### config.mk
export PLATFORM = sky130hd
export DESIGN_NAME = ir_pulse_width_transmitter_core
export DESIGN_NICKNAME = d
export VERILOG_FILES = /design/src/rtl/irpwt_pkg.sv /design/src/rtl/ir_pulse_width_transmitter_core.sv
export VERILOG_INCLUDE_DIRS = /design/src /design/src/rtl
export SDC_FILE = /design/constraint.sdc
export NUM_CORES = 1
export LEC_CHECK = 0
export ABC_CLOCK_PERIOD_IN_PS = 8220
export BUFFER_PORTS_ARGS = -buffer_cell sky130_fd_sc_hd__buf_2
export CAP_MARGIN = 20
export CORE_ASPECT_RATIO = 1.25
export CORE_UTILIZATION = 42
export DETAILED_ROUTE_END_ITERATION = 12
export PLACE_DENSITY = 0.68
export RECOVER_POWER = 25
export REMOVE_ABC_BUFFERS = 1
export SLEW_MARGIN = 30
export SYNTH_ARGS = -nofsm -noshare
export SYNTH_HDL_FRONTEND = slang
export SYNTH_SLANG_ARGS = --single-unit
### constraint.sdc
create_clock -name clk -period 8.22 [get_ports clk]
set_input_delay 0.822 -clock clk [delete_from_list [all_inputs] [get_ports clk]]
set_output_delay 0.822 -clock clk [all_outputs]
set_load 0.005 [all_outputs]
### src/rtl/ir_pulse_width_transmitter_core_assert.svh
// assertion macros for the ir pulse width transmitter
// no dependencies; included by the top level after its package import
`ifndef IR_PULSE_WIDTH_TRANSMITTER_CORE_ASSERT_SVH
`define IR_PULSE_WIDTH_TRANSMITTER_CORE_ASSERT_SVH
`ifndef SYNTHESIS
// implication in the same cycle
`define IRPWT_ASSERT_NOW(lbl, clk, rst, ante, cons) \
  lbl: assert property (@(posedge clk) disable iff (rst) (ante) |-> (cons)) \
    else $error("irpwt assertion failed");
// implication in the next cycle
`define IRPWT_ASSERT_NEXT(lbl, clk, rst, ante, cons) \
  lbl: assert property (@(posedge clk) disable iff (rst) (ante) |=> (cons)) \
    else $error("irpwt assertion failed");
`else
`define IRPWT_ASSERT_NOW(lbl, clk, rst, ante, cons)
`define IRPWT_ASSERT_NEXT(lbl, clk, rst, ante, cons)
`endif
`endif

### src/rtl/irpwt_pkg.sv
// shared types and constants of the ir pulse width transmitter
// no dependencies
`default_nettype none
package irpwt_pkg;

  localparam int CODE_BITS = 12;
  localparam int BITS_W    = $clog2(CODE_BITS + 1);
  localparam int ADDR_W    = 5;
  localparam int DATA_W    = 32;

  // register index, taken from paddr[4:2]
  typedef enum logic [2:0] {
    REG_CARRIER_HIGH = 3'd0,
    REG_CARRIER_LOW  = 3'd1,
    REG_ZERO_MARK    = 3'd2,
    REG_ONE_MARK     = 3'd3,
    REG_ZERO_SPACE   = 3'd4,
    REG_ONE_SPACE    = 3'd5,
    REG_FRAME_GAP    = 3'd6,
    REG_NONE         = 3'd7
  } reg_idx_t;

  typedef enum logic [4:0] {
    PH_IDLE      = 5'b00001,
    PH_MARK_HIGH = 5'b00010,
    PH_MARK_LOW  = 5'b00100,
    PH_SPACE     = 5'b01000,
    PH_GAP       = 5'b10000
  } phase_t;

  typedef struct packed {
    logic led_drive;
    logic busy_res;
    logic frame_done;
    logic rejected;
  } result_t;

endpackage
`default_nettype wire

### src/rtl/ir_pulse_width_transmitter_core.sv
// ir remote pulse width transmitter: frame sequencer, config registers, output skid
// depends on irpwt_pkg and ir_pulse_width_transmitter_core_assert.svh
//
// channel   dir  handshake            payload
// input     in   in_valid / in_stall   action, code
// result    out  out_valid / out_stall led_drive, busy_res, frame_done, rejected
// config    in   apb psel/penable      paddr, pwdata, prdata
//
// one item per cycle while in_stall is low; each result is registered into the result register or skid at accept
// the sequencer state updates in the accept cycle, so back-to-back ticks flow freely
// a two-entry output (result register plus skid) lets input keep being accepted
// after out_stall rises until the skid entry fills; in_stall follows the skid entry
// synchronous reset clears the sequencer and loads the default timing registers
`default_nettype none
module ir_pulse_width_transmitter_core (
  input  wire logic                          clk,
  input  wire logic                          rst,
  input  wire logic                          in_valid,
  output logic                               in_stall,
  input  wire logic                          action,
  input  wire logic [irpwt_pkg::CODE_BITS-1:0] code,
  output logic                               out_valid,
  input  wire logic                          out_stall,
  output logic                               led_drive,
  output logic                               busy_res,
  output logic                               frame_done,
  output logic                               rejected,
  input  wire logic                          psel,
  input  wire logic                          penable,
  input  wire logic                          pwrite,
  input  wire logic [irpwt_pkg::ADDR_W-1:0]  paddr,
  input  wire logic [irpwt_pkg::DATA_W-1:0]  pwdata,
  output logic      [irpwt_pkg::DATA_W-1:0]  prdata,
  output logic                               pready
);
  import irpwt_pkg::*;

  // timing registers
  logic [7:0]  carrier_high_ticks;
  logic [7:0]  carrier_low_ticks;
  logic [7:0]  zero_mark_cycles;
  logic [7:0]  one_mark_cycles;
  logic [15:0] zero_space_ticks;
  logic [15:0] one_space_ticks;
  logic [15:0] frame_gap_ticks;

  // sequencer state
  logic [CODE_BITS-1:0] shift_word, shift_word_next;
  logic [BITS_W-1:0]    bits_left, bits_left_next;
  phase_t               phase, phase_next;
  logic [7:0]           cycles_left, cycles_left_next;
  logic [15:0]          tick_count, tick_count_next;
  logic                 current_bit, current_bit_next;

  result_t res_new;
  result_t out_res;
  result_t skid_res;
  logic    skid_valid;
  logic    accept;
  logic    out_take;
  logic    cfg_wr;

  reg_idx_t reg_idx;

  // helpers for the combinational step
  logic [7:0]           high_min1, low_min1;
  logic [15:0]          tc_dec;
  logic [7:0]           cyc_dec;
  logic [BITS_W-1:0]    bits_dec;
  logic [CODE_BITS-1:0] shifted;
  logic [15:0]          space_sel;

  assign accept   = in_valid && !in_stall;
  assign out_take = out_valid && !out_stall;
  assign in_stall = skid_valid;

  assign pready  = 1'b1;
  assign reg_idx = reg_idx_t'(paddr[ADDR_W-1:2]);
  assign cfg_wr  = psel && penable && pwrite && pready;

  always_comb begin
    unique case (reg_idx)
      REG_CARRIER_HIGH: prdata = {{(DATA_W-8){1'b0}}, carrier_high_ticks};
      REG_CARRIER_LOW:  prdata = {{(DATA_W-8){1'b0}}, carrier_low_ticks};
      REG_ZERO_MARK:    prdata = {{(DATA_W-8){1'b0}}, zero_mark_cycles};
      REG_ONE_MARK:     prdata = {{(DATA_W-8){1'b0}}, one_mark_cycles};
      REG_ZERO_SPACE:   prdata = {{(DATA_W-16){1'b0}}, zero_space_ticks};
      REG_ONE_SPACE:    prdata = {{(DATA_W-16){1'b0}}, one_space_ticks};
      REG_FRAME_GAP:    prdata = {{(DATA_W-16){1'b0}}, frame_gap_ticks};
      default:          prdata = '0;
    endcase
  end

  always_ff @(posedge clk) begin
    if (rst) begin
      carrier_high_ticks <= 8'd13;
      carrier_low_ticks  <= 8'd13;
      zero_mark_cycles   <= 8'd16;
      one_mark_cycles    <= 8'd48;
      zero_space_ticks   <= 16'd600;
      one_space_ticks    <= 16'd210;
      frame_gap_ticks    <= 16'd64000;
    end else if (cfg_wr) begin
      unique case (reg_idx)
        REG_CARRIER_HIGH: carrier_high_ticks <= pwdata[7:0];
        REG_CARRIER_LOW:  carrier_low_ticks  <= pwdata[7:0];
        REG_ZERO_MARK:    zero_mark_cycles   <= pwdata[7:0];
        REG_ONE_MARK:     one_mark_cycles    <= pwdata[7:0];
        REG_ZERO_SPACE:   zero_space_ticks   <= pwdata[15:0];
        REG_ONE_SPACE:    one_space_ticks    <= pwdata[15:0];
        REG_FRAME_GAP:    frame_gap_ticks    <= pwdata[15:0];
        default: ;
      endcase
    end
  end

  // zero carrier lengths count as one
  assign high_min1 = (carrier_high_ticks == 8'd0) ? 8'd1 : carrier_high_ticks;
  assign low_min1  = (carrier_low_ticks == 8'd0) ? 8'd1 : carrier_low_ticks;
  assign tc_dec    = (tick_count != 16'd0) ? tick_count - 16'd1 : 16'd0;
  assign cyc_dec   = (cycles_left != 8'd0) ? cycles_left - 8'd1 : 8'd0;
  assign bits_dec  = (bits_left != '0) ? bits_left - BITS_W'(1) : '0;
  assign shifted   = {shift_word[CODE_BITS-2:0], 1'b0};
  assign space_sel = current_bit ? one_space_ticks : zero_space_ticks;

  function automatic logic [7:0] mark_len(input logic b, input logic [7:0] one_c,
                                          input logic [7:0] zero_c);
    logic [7:0] v;
    v = b ? one_c : zero_c;
    return (v == 8'd0) ? 8'd1 : v;
  endfunction

  always_comb begin
    shift_word_next  = shift_word;
    bits_left_next   = bits_left;
    phase_next       = phase;
    cycles_left_next = cycles_left;
    tick_count_next  = tick_count;
    current_bit_next = current_bit;
    res_new          = '0;
    if (action) begin
      res_new.busy_res = 1'b1;
      if (phase != PH_IDLE) begin
        res_new.rejected = 1'b1;
      end else begin
        shift_word_next  = code;
        bits_left_next   = BITS_W'(CODE_BITS);
        current_bit_next = code[CODE_BITS-1];
        cycles_left_next = mark_len(code[CODE_BITS-1], one_mark_cycles, zero_mark_cycles);
        phase_next       = PH_MARK_HIGH;
        tick_count_next  = {8'd0, high_min1};
      end
    end else if (phase != PH_IDLE) begin
      res_new.busy_res  = 1'b1;
      res_new.led_drive = (phase == PH_MARK_HIGH);
      tick_count_next   = tc_dec;
      if (tc_dec == 16'd0) begin
        // a segment ends; pick the next one
        priority if (phase == PH_MARK_HIGH) begin
          phase_next      = PH_MARK_LOW;
          tick_count_next = {8'd0, low_min1};
        end else if (phase == PH_MARK_LOW && cyc_dec != 8'd0) begin
          cycles_left_next = cyc_dec;
          phase_next       = PH_MARK_HIGH;
          tick_count_next  = {8'd0, high_min1};
        end else if (phase == PH_MARK_LOW && space_sel != 16'd0) begin
          cycles_left_next = cyc_dec;
          phase_next       = PH_SPACE;
          tick_count_next  = space_sel;
        end else if (phase == PH_MARK_LOW || phase == PH_SPACE) begin
          // mark with empty space, or space done: advance to the next bit, or after the last bit go to the gap or idle
          cycles_left_next = (phase == PH_MARK_LOW) ? cyc_dec : cycles_left;
          shift_word_next  = shifted;
          bits_left_next   = bits_dec;
          if (bits_dec != '0) begin
            current_bit_next = shifted[CODE_BITS-1];
            cycles_left_next = mark_len(shifted[CODE_BITS-1], one_mark_cycles,
                                        zero_mark_cycles);
            phase_next       = PH_MARK_HIGH;
            tick_count_next  = {8'd0, high_min1};
          end else if (frame_gap_ticks == 16'd0) begin
            phase_next         = PH_IDLE;
            tick_count_next    = 16'd0;
            res_new.frame_done = 1'b1;
          end else begin
            phase_next      = PH_GAP;
            tick_count_next = frame_gap_ticks;
          end
        end else begin
          phase_next         = PH_IDLE;
          res_new.frame_done = 1'b1;
        end
      end
    end
  end

  always_ff @(posedge clk) begin
    if (rst) begin
      phase       <= PH_IDLE;
      bits_left   <= '0;
      cycles_left <= 8'd0;
      tick_count  <= 16'd0;
      shift_word  <= '0;
      current_bit <= 1'b0;
    end else if (accept) begin
      phase       <= phase_next;
      bits_left   <= bits_left_next;
      cycles_left <= cycles_left_next;
      tick_count  <= tick_count_next;
      shift_word  <= shift_word_next;
      current_bit <= current_bit_next;
    end
  end

  // result register plus skid entry
  always_ff @(posedge clk) begin
    if (rst) begin
      out_valid  <= 1'b0;
      skid_valid <= 1'b0;
    end else if (out_take || !out_valid) begin
      out_valid  <= skid_valid || accept;
      skid_valid <= 1'b0;
    end else if (accept) begin
      skid_valid <= 1'b1;
    end
  end

  always_ff @(posedge clk) begin
    if (out_take || !out_valid) begin
      out_res <= skid_valid ? skid_res : res_new;
    end
    if (accept) begin
      skid_res <= res_new;
    end
  end

  assign led_drive  = out_res.led_drive;
  assign busy_res   = out_res.busy_res;
  assign frame_done = out_res.frame_done;
  assign rejected   = out_res.rejected;

`include "ir_pulse_width_transmitter_core_assert.svh"

  `IRPWT_ASSERT_NOW(a_skid_behind_out, clk, rst, skid_valid, out_valid)
  `IRPWT_ASSERT_NOW(a_reject_is_busy, clk, rst, out_valid && rejected, busy_res)
  `IRPWT_ASSERT_NOW(a_done_led_off, clk, rst, out_valid && frame_done, busy_res && !led_drive)
  `IRPWT_ASSERT_NEXT(a_send_starts_mark, clk, rst, accept && action && phase == PH_IDLE, phase == PH_MARK_HIGH)

endmodule
`default_nettype wire
## Word-level counts from Yosys, hierarchy flattened

Cells that the tools add are included.
Widths: inputs -> output; s select.

| word-level totals | value |
|---|---|
| RAM bits | 0 |
| memory bits (read-only) | 0 |
| output and inout port bits | 39 |
| memories kept | 0 |
| flip-flop bits (word level) | 135 |
| latch bits | 0 |

| cells by class | value |
|---|---|
| div/mod/pow operators | 0 |
| add/subtract/negate cells | 3 |
| bitwise logic cells | 0 |
| multiplexer cells | 80 |
| multiply operators | 0 |
| shift operators | 0 |
| reductions and logical operators | 44 |
| eq/ne operators | 14 |
| $lt $le $gt $ge | 0 |

Operator list:

| cell | number |
|---|---|
| $mux 16 | 12 |
| $mux 8 | 17 |
| $pmux 16 s7 | 1 |
| $mux 11 | 8 |
| $mux 5 | 10 |
| $mux 4 | 10 |
| $logic_not 16->1 | 2 |
| $logic_not 8->1 | 4 |
| $reduce_bool 16->1 | 2 |
| $mux 1 | 21 |
| $reduce_bool 8->1 | 2 |
| $sub 16x1->16 const B | 1 |
| $reduce_and 2->1 | 7 |
| $reduce_bool 4->1 | 3 |
| $eq 3x3->1 const B | 3 |
| $reduce_and 9->1 | 1 |
| $ne 2x2->1 const B | 4 |
| $reduce_and 8->1 | 1 |
| $reduce_bool 2->1 | 4 |
| $sub 8x1->8 const B | 1 |
| $reduce_and 7->1 | 1 |
| $eq 3x2->1 const B | 2 |
| $logic_and 1x1->1 | 6 |
| $eq 5x2->1 const B | 1 |
| 13 further kinds | 17 |

## Logic depth before layout (Yosys ltp)

Gate-level depths: netlist of the first run.

| logic depth | value |
|---|---|
| word-level depth | 12 |
| depth in mapped cells | 14 |
| mapped depth without buffers | 10 |

## Least setup slack after synthesis of the first run

No wires, ideal clock.

| path | value |
|---|---|
| path type | input to register |
| from | in action |
| to | reg bits_left[1] |
| stages | 13 |
| path slack | 4682 ps |
| arrival time | 3468 ps |
| cells stage by stage | clkbuf_1 inv_1 clkbuf_1 ha_1 inv_1 and2_1 clkbuf_1 nor2b_1 nand4_1 or4_1 buf_2 or4_1 a21oi_1 |

| on the way | value |
|---|---|
| word-level cells in the longest chain between the ends | 2 |

RTL lines:

| item | RTL line | source |
|---|---|---|
| from (decl) | ir_pulse_width_transmitter_core.sv:20 | `input wire logic action,` |
| $ne 2x2->1 (no source line) / $reduce_bool 2->1 (equally long branches) | n/a |  |
| $reduce_and 8->1 (no source line) | n/a |  |
| to (signal assigned) | ir_pulse_width_transmitter_core.sv:207 | `bits_left <= bits_left_next;` |
| to (decl) | ir_pulse_width_transmitter_core.sv:49 | `logic [BITS_W-1:0] bits_left, bits_left_next;` |

Parallel ways exist; a longest one is shown, timed or not.
A chain may end at the register's enable or synchronous reset.

==> reports/results.ini, run 1 <==
[cells_and_area]
num-nets-final=1122
diodes=0
final_common_cell=nand2_1
layout-drive-gt1-share_pct=11.9
final_cell_mix=nand2_1 (164), dfxtp_1 (127), mux2i_1 (83), a21oi_1 (74), nor2_1 (70)
area_growth_pct=12.3
design_area_um2=9260

[synth]
synth_cell_types=68
yosysWarnings=0
syn_area_per_cell_um2=7.88
seq_area_frac_synth_pct=33.7
netlist_instances=1046
synth-main-ff-cell=dfxtp_1
synth-seq-cells=135
netlist_area_um2=8250
synthArstFlopShare_pct=0
synth-edff-count=8

[placement]
dpl-instance-area_um2=8640
portBuffers=60
place_hpwl_um=17100
gp_congestion=0.873
post-place-ws_ns=3.72

[power]
leakage_nw=3.53
total_power_mw=1.93
peakVddDrop_mv=0.147
power.density_nw_per_um2=209

[detailed_routing]
drcViolationCount=0
wire_per_inst_um=18.6
wirelength_um=24800
drt-initial-drc-count=621
vias=8048
drt_pre_antenna_iters=5
vias_per_cell=6.03
detail-route-antenna-nets=0

[min_path]
hp-class=register to register
whs_path_depth=2
min_from=shift_word[0]
hold_end=shift_word[0]

[setup_path]
cp_data_arrival_time_ns=5.07
path_class=primary input to register
ff2ff_setup_slack_ns=3.88
critPathLaunchType=primary input
end_kind=register
ff2ff_path_depth=9
r2r_start=tick_count[0]
r2r-end=cycles_left[3]
crit_required_ns=8.44
path_max_fanout=50

[outcome]
status=finished, violations left
violations=max-capacitance violations, max-slew violations

[floorplan]
start_util_pct=43.4
io_pins=96
core_area_um2=19000
die_w_um=127
rows=56
die-area_um2=20200
fp.dieH_um=159

[clock_tree]
clock_path_buffers=2
worstSkewPairLatency_ns=0.43
cts_made_buffers=17
cts_max_level=4
cts.sinks=135
cts_tree=done
cts_setup_buffers=0
clkSlewWorstSetupHoldPaths_ns=0.07
cts_resized=0
hold_buffers=0
root_buffer=clkbuf_16

[flow_run]
drv_cap=3

[sta]
period_needed_ns=4.86
tightest_slew_ns=2.39
rsz0062_at_grt=false
clock_skew_ns=0.0115
relSlewSlack_pct=-59.0
fin_crit_sh_pct=59.1
final-setup-viol-count=0
fin_setup_tns_ns=0
hold_viol_final=0
report.final.slew_viol_count=131
hold_ws_ns=0.476
fmax_ghz=0.206
finalWorstSetupSlack_ns=3.36

[global_routing]
grt_first_pass_wirelength_um=39700
grt_pass1_vias=7479
antenna_found_initial=0
grt.total_usage_pct=25.3
grt_max_degree=69
gr-total-overflow=0

-- kinds of logic after synthesis --
group	after synthesis	share of synthesized area [%]
xor+xnor	9	0.956
flops	135	33.7
compound gates	245	19.6
buf+inv	110	5.99
mux	99	12.5
simple gates	440	26.2
other cells	2	0.0911
fa+ha+maj	6	0.880
-- where the power goes --
group	total, mW	leakage [nW]	internal, mW	switching [mW]
sequential	0.713	1.11	0.683	0.0292
combinational	0.400	2.12	0.156	0.243
clock	0.821	0.299	0.507	0.314
total	1.93	3.53	1.35	0.587
-- area by class of cell --
type	instances	area (µm²)
Clock buffer	20	468
Clock inverter	12	165
Fill cell	1907	9720
Inverter	15	56.3
Multi-Input combinational cell	816	5070
Sequential cell	135	2780
Tap cell	261	327
Timing Repair Buffer	75	398
-- cell usage after synthesis (all sizes together) (14+ instances only) --
master | n | area [µm²]
nor2b | 25 | 156
nand2 | 164 | 616
clkbuf | 67 | 251
nand3 | 37 | 185
mux2i | 83 | 831
mux2 | 14 | 158
inv | 15 | 56.3
o21ai | 45 | 225
nor3 | 42 | 210
buf | 28 | 186
a21oi | 74 | 370
a31oi | 14 | 87.6
dfxtp | 127 | 2540
nor4 | 20 | 146
nor2 | 70 | 263
-- sequential cells by signal, summed over array words and instances, names as in the netlist, 4 cells and up --
name / cells
frame_gap_ticks: 16
tick_count: 16
shift_word: 11
cycles_left: 8
one_mark_cycles: 8
zero_space_ticks: 16
carrier_high_ticks: 8
bits_left: 4
one_space_ticks: 16
phase: 5
carrier_low_ticks: 8
zero_mark_cycles: 8
skid_res: 4
-- routing by layer --
| metal | track usage, % | vias up | share of wire (%) | wire length, µm |
|---|---|---|---|---|
| met5 | 0 | - | 0 | 0 |
| met4 | 11.6 | 0 | 4.0 | 982 |
| met3 | 4.54 | 74 | 6.1 | 1520 |
| met2 | 43.0 | 335 | 47 | 11800 |
| met1 | 31.0 | 3804 | 43 | 10600 |
| li1 | - | 3835 | - | - |
-- metrics by stage --
| step | instances | utilization (%) |
|---|---|---|
| finish | 1334 | 48.8 |
| global route | 1334 | 48.8 |
| CTS | 1334 | 48.8 |
| detailed placement | 1302 | 45.5 |
| global placement | 1302 | 45.4 |
| floorplan | 966 | - |
-- worst max path at each step --
stage                              from             to  slack (ns)  cells after the start
final                               rst  tick_count[5]        3.36                      6
after global routing                rst  tick_count[3]        2.94                      6
after CTS                 tick_count[0]  tick_count[7]        4.02                      9
after detailed placement         action   bits_left[1]        3.72                     11
after global placement           action   bits_left[1]        3.69                     11
after floorplan             current_bit   bits_left[1]        2.18                      7
-- critical path, stage by stage --
cell      delay (ns)
buf_2           0.08
clkbuf_1        1.64
clkbuf_1        1.79
nor2_1          0.19
nand2_1         0.37
o22ai_1         0.12
No activity file was read; power rests on OpenSTA's default activity.
==> run 2, diff against run 1 <==
--- a/config.mk
+++ b/config.mk
@@ -6,13 +6,14 @@
 export SDC_FILE = /design/constraint.sdc
 export NUM_CORES = 1
 export LEC_CHECK = 0
-export ABC_CLOCK_PERIOD_IN_PS = 8220
+export ABC_AREA = 1
+export ABC_CLOCK_PERIOD_IN_PS = 4300
 export BUFFER_PORTS_ARGS = -buffer_cell sky130_fd_sc_hd__buf_2
 export CAP_MARGIN = 20
 export CORE_ASPECT_RATIO = 1.25
 export CORE_UTILIZATION = 42
 export DETAILED_ROUTE_END_ITERATION = 12
-export PLACE_DENSITY = 0.68
+export PLACE_DENSITY = 0.7
 export RECOVER_POWER = 25
 export REMOVE_ABC_BUFFERS = 1
 export SLEW_MARGIN = 30
==> constraint.sdc (replaced) <==
create_clock -name clk -period 4.3 [get_ports clk]
set_input_delay 0.43 -clock clk [delete_from_list [all_inputs] [get_ports clk]]
set_output_delay 0.43 -clock clk [all_outputs]
set_load 0.005 [all_outputs]
==> reports/results.ini, run 2 <==
[outcome]
status=finished, violations left
violations=max-capacitance violations, max-slew violations

[setup_path]
crit_required_ns=4.59  ; -3.85 ns
slowest_stage=clkbuf_1
r2r_start=cycles_left[0]
end_kind=register
path_max_fanout=39  ; -22%
slowest_delay_ns=1.18  ; -0.61 ns
path_cells=clkbuf_1 -> inv_1 -> clkbuf_2 -> o21ai_0 -> a21oi_1
critPathTopFamily=buffers and inverters
critPathLaunchType=primary input
ff2ff_setup_slack_ns=1.06  ; -2.82 ns
cp_data_arrival_time_ns=3.54  ; -1.53 ns
path_class=primary input to register
ff2ff_path_depth=15  ; +6
cp_num_buf_inv=3  ; unchanged
r2r-end=bits_left[1]

[min_path]
hp-class=primary input to register
hold_end=shift_word[0]
whs_path_depth=3  ; +1
min_from=code[0]

[synth]
yosysWarnings=0  ; unchanged
seq_area_frac_synth_pct=33.5  ; -0.22 points
synth_top_area_share_pct=30.6  ; -0.20 points
netlist_area_um2=8300  ; +0.65%
synth.area.top_cells=dfxtp_1 (31%), nand2_1 (16%), o21ai_0 (8.7%), nor2_1 (7.9%), inv_1 (6.1%)
syn_area_per_cell_um2=6.22  ; -21%
synthArstFlopShare_pct=0  ; unchanged
netlist_instances=1335  ; +28%
synth-main-ff-cell=dfxtp_1
synth_cell_types=48  ; -29%
synth-edff-count=8  ; unchanged
ys_top_cells_by_count=nand2_1 (359), nor2_1 (175), o21ai_0 (144)
synth-seq-cells=135  ; unchanged
synth_most_common_cell=nand2_1
synth_top_area_cell=dfxtp_1

[sta]
hold_ws_ns=0.234  ; -0.242 ns
period_needed_ns=3.25
fin_crit_sh_pct=75.7
final-setup-viol-count=0  ; unchanged
hold_viol_final=0  ; unchanged
report.final.slew_viol_count=32  ; -76%
relSlewSlack_pct=-11.5  ; +48 points
fin_setup_tns_ns=0  ; unchanged
rsz0062_at_grt=false
tightest_slew_ns=1.67  ; -0.713 ns
clock_skew_ns=0.0107  ; -0.000870 ns
fmax_ghz=0.307

[cells_and_area]
fin_cells=1644  ; +23%
utilization_pct=48.1  ; -0.65 points
num-nets-final=1429  ; +27%
final_cell_mix=nand2_1 (359), nor2_1 (175), o21ai_0 (144), inv_1 (135), dfxtp_1 (127)
final_common_cell=nand2_1
area_growth_pct=12.5
layout-drive-gt1-share_pct=9.06  ; -2.9 points
diodes=0  ; unchanged

[floorplan]
fp.dieH_um=159  ; +0.32%
die-area_um2=20300  ; +0.64%
start_util_pct=42.8  ; -0.64 points
core_area_um2=19400  ; +2.2%
die_w_um=128  ; +0.32%
rows=57  ; +1.8%
io_pins=96  ; unchanged

[clock_tree]
cts_resized=0  ; unchanged
cts.sinks=135  ; unchanged
root_buffer=clkbuf_16
clock_path_buffers=2  ; unchanged
cts_max_level=4  ; unchanged
worstSkewPairLatency_ns=0.44  ; about the same
cts_tree=done
clkSlewWorstSetupHoldPaths_ns=0.06  ; about the same
cts_made_buffers=17  ; unchanged
hold_buffers=0  ; unchanged
cts_setup_buffers=0  ; unchanged

[detailed_routing]
vias_per_cell=5.28  ; -13%
drt_pre_antenna_iters=6  ; +1
wirelength_um=25200  ; +1.6%
drcViolationCount=0  ; unchanged
wire_per_inst_um=15.3  ; -18%
detail-route-antenna-nets=0  ; unchanged
drt-initial-drc-count=679  ; +9.3%
vias=8675  ; +7.8%

[power]
peakVddDrop_mv=0.260  ; +77%
leakage_nw=4.33  ; +23%
power.density_nw_per_um2=481  ; +130%

[global_routing]
grt.total_usage_pct=25.6  ; +0.30 points
grt_pass1_vias=7977  ; +6.7%
gr-total-overflow=0  ; unchanged
grt_first_pass_wirelength_um=40800  ; +2.8%
antenna_found_initial=0  ; unchanged
grt_max_degree=40  ; -42%

[placement]
place_hpwl_um=18600  ; +8.3%
gp_congestion=0.931  ; +6.6%
placed_cells=1613  ; +24%
portBuffers=60  ; unchanged

[flow_run]
drv_cap=1  ; -2

-- run 2: cell count changes after synthesis, sizes merged, moves of 16 or more --
cell / previous run / this run
clkbuf: 67 / 38
inv: 15 / 136
mux2i: 83 / 0
nand2: 164 / 363
nand3: 37 / 88
nor2: 70 / 183
nor2b: 25 / 0
nor3: 42 / 14
nor4: 20 / 4
o21ai: 45 / 156
-- run 2: report_power, final --
part	internal [mW]	switching [mW]
registers	1.33	0.0516
clock network	1.08	0.584
logic	0.463	0.992
-- run 2: cell type report --
class | instances | area, µm²
sequential | 135 | 2780
fill | 2072 | 10100
clock buffer | 20 | 468
timing repair buffer | 70 | 360
clock inverter | 11 | 196
inverter | 141 | 529
tap | 265 | 332
multi-input combinational | 1002 | 4670
-- run 2: through the flow --
| step | power (mW) | instance area (µm²) | setup slack (ns) |
|---|---|---|---|
| 6_report | 4.49 | 9340 | 1.05 |
| 5_1_grt | 4.78 | 9340 | 0.664 |
| 4_1_cts | 4.50 | 9350 | 1.09 |
| 3_5_place_dp | 2.84 | 8690 | 1.09 |
| 3_3_place_gp | 2.82 | 8690 | 1.15 |
| 2_1_floorplan | 2.46 | 7980 | 1.54 |
-- run 2: cell families after synthesis --
logic type | after synthesis | share of synthesized area [%]
other cells | 2 | 0.0905
fa+ha+maj | 5 | 0.754
compound gates | 299 | 20.1
simple gates | 678 | 34.3
flops | 135 | 33.5
buf+inv | 213 | 10.9
xor+xnor | 3 | 0.317
-- run 2: worst max-delay path by stage --
stage,depth (start not counted),slack [ns],end,start
floorplan,7,1.54,one_space_ticks[0],paddr[4]
global placement,15,1.15,shift_word[0],cycles_left[0]
detailed placement,15,1.09,shift_word[0],cycles_left[0]
CTS,15,1.09,shift_word[0],cycles_left[0]
global route,16,0.66,bits_left[0],cycles_left[0]
finish,5,1.05,zero_space_ticks[7],rst
-- run 2: routing by layer --
layer  track usage, %  wire [µm]  up-vias
li1                 -          -     4407
met1             30.0      10500     3907
met2             44.9      12700      292
met3             3.97       1100       69
met4             12.4        976        0
met5                0          0        -
-- run 2: worst reg2reg max path, cell delays in order, from the launching register on --
cell and delay [ns]:
dfxtp_1 0.30, clkinv_1 0.14, ha_1 0.29, nand2_1 0.08
nor2_1 0.14, nand2_1 0.19, nand2_1 0.13, nand2_1 0.06
nor2_1 0.10, nand3_1 0.20, nand2_1 0.43, inv_1 0.22
nand2_1 0.19, nand3b_2 0.34, nand2_1 0.19, a21oi_2 0.06
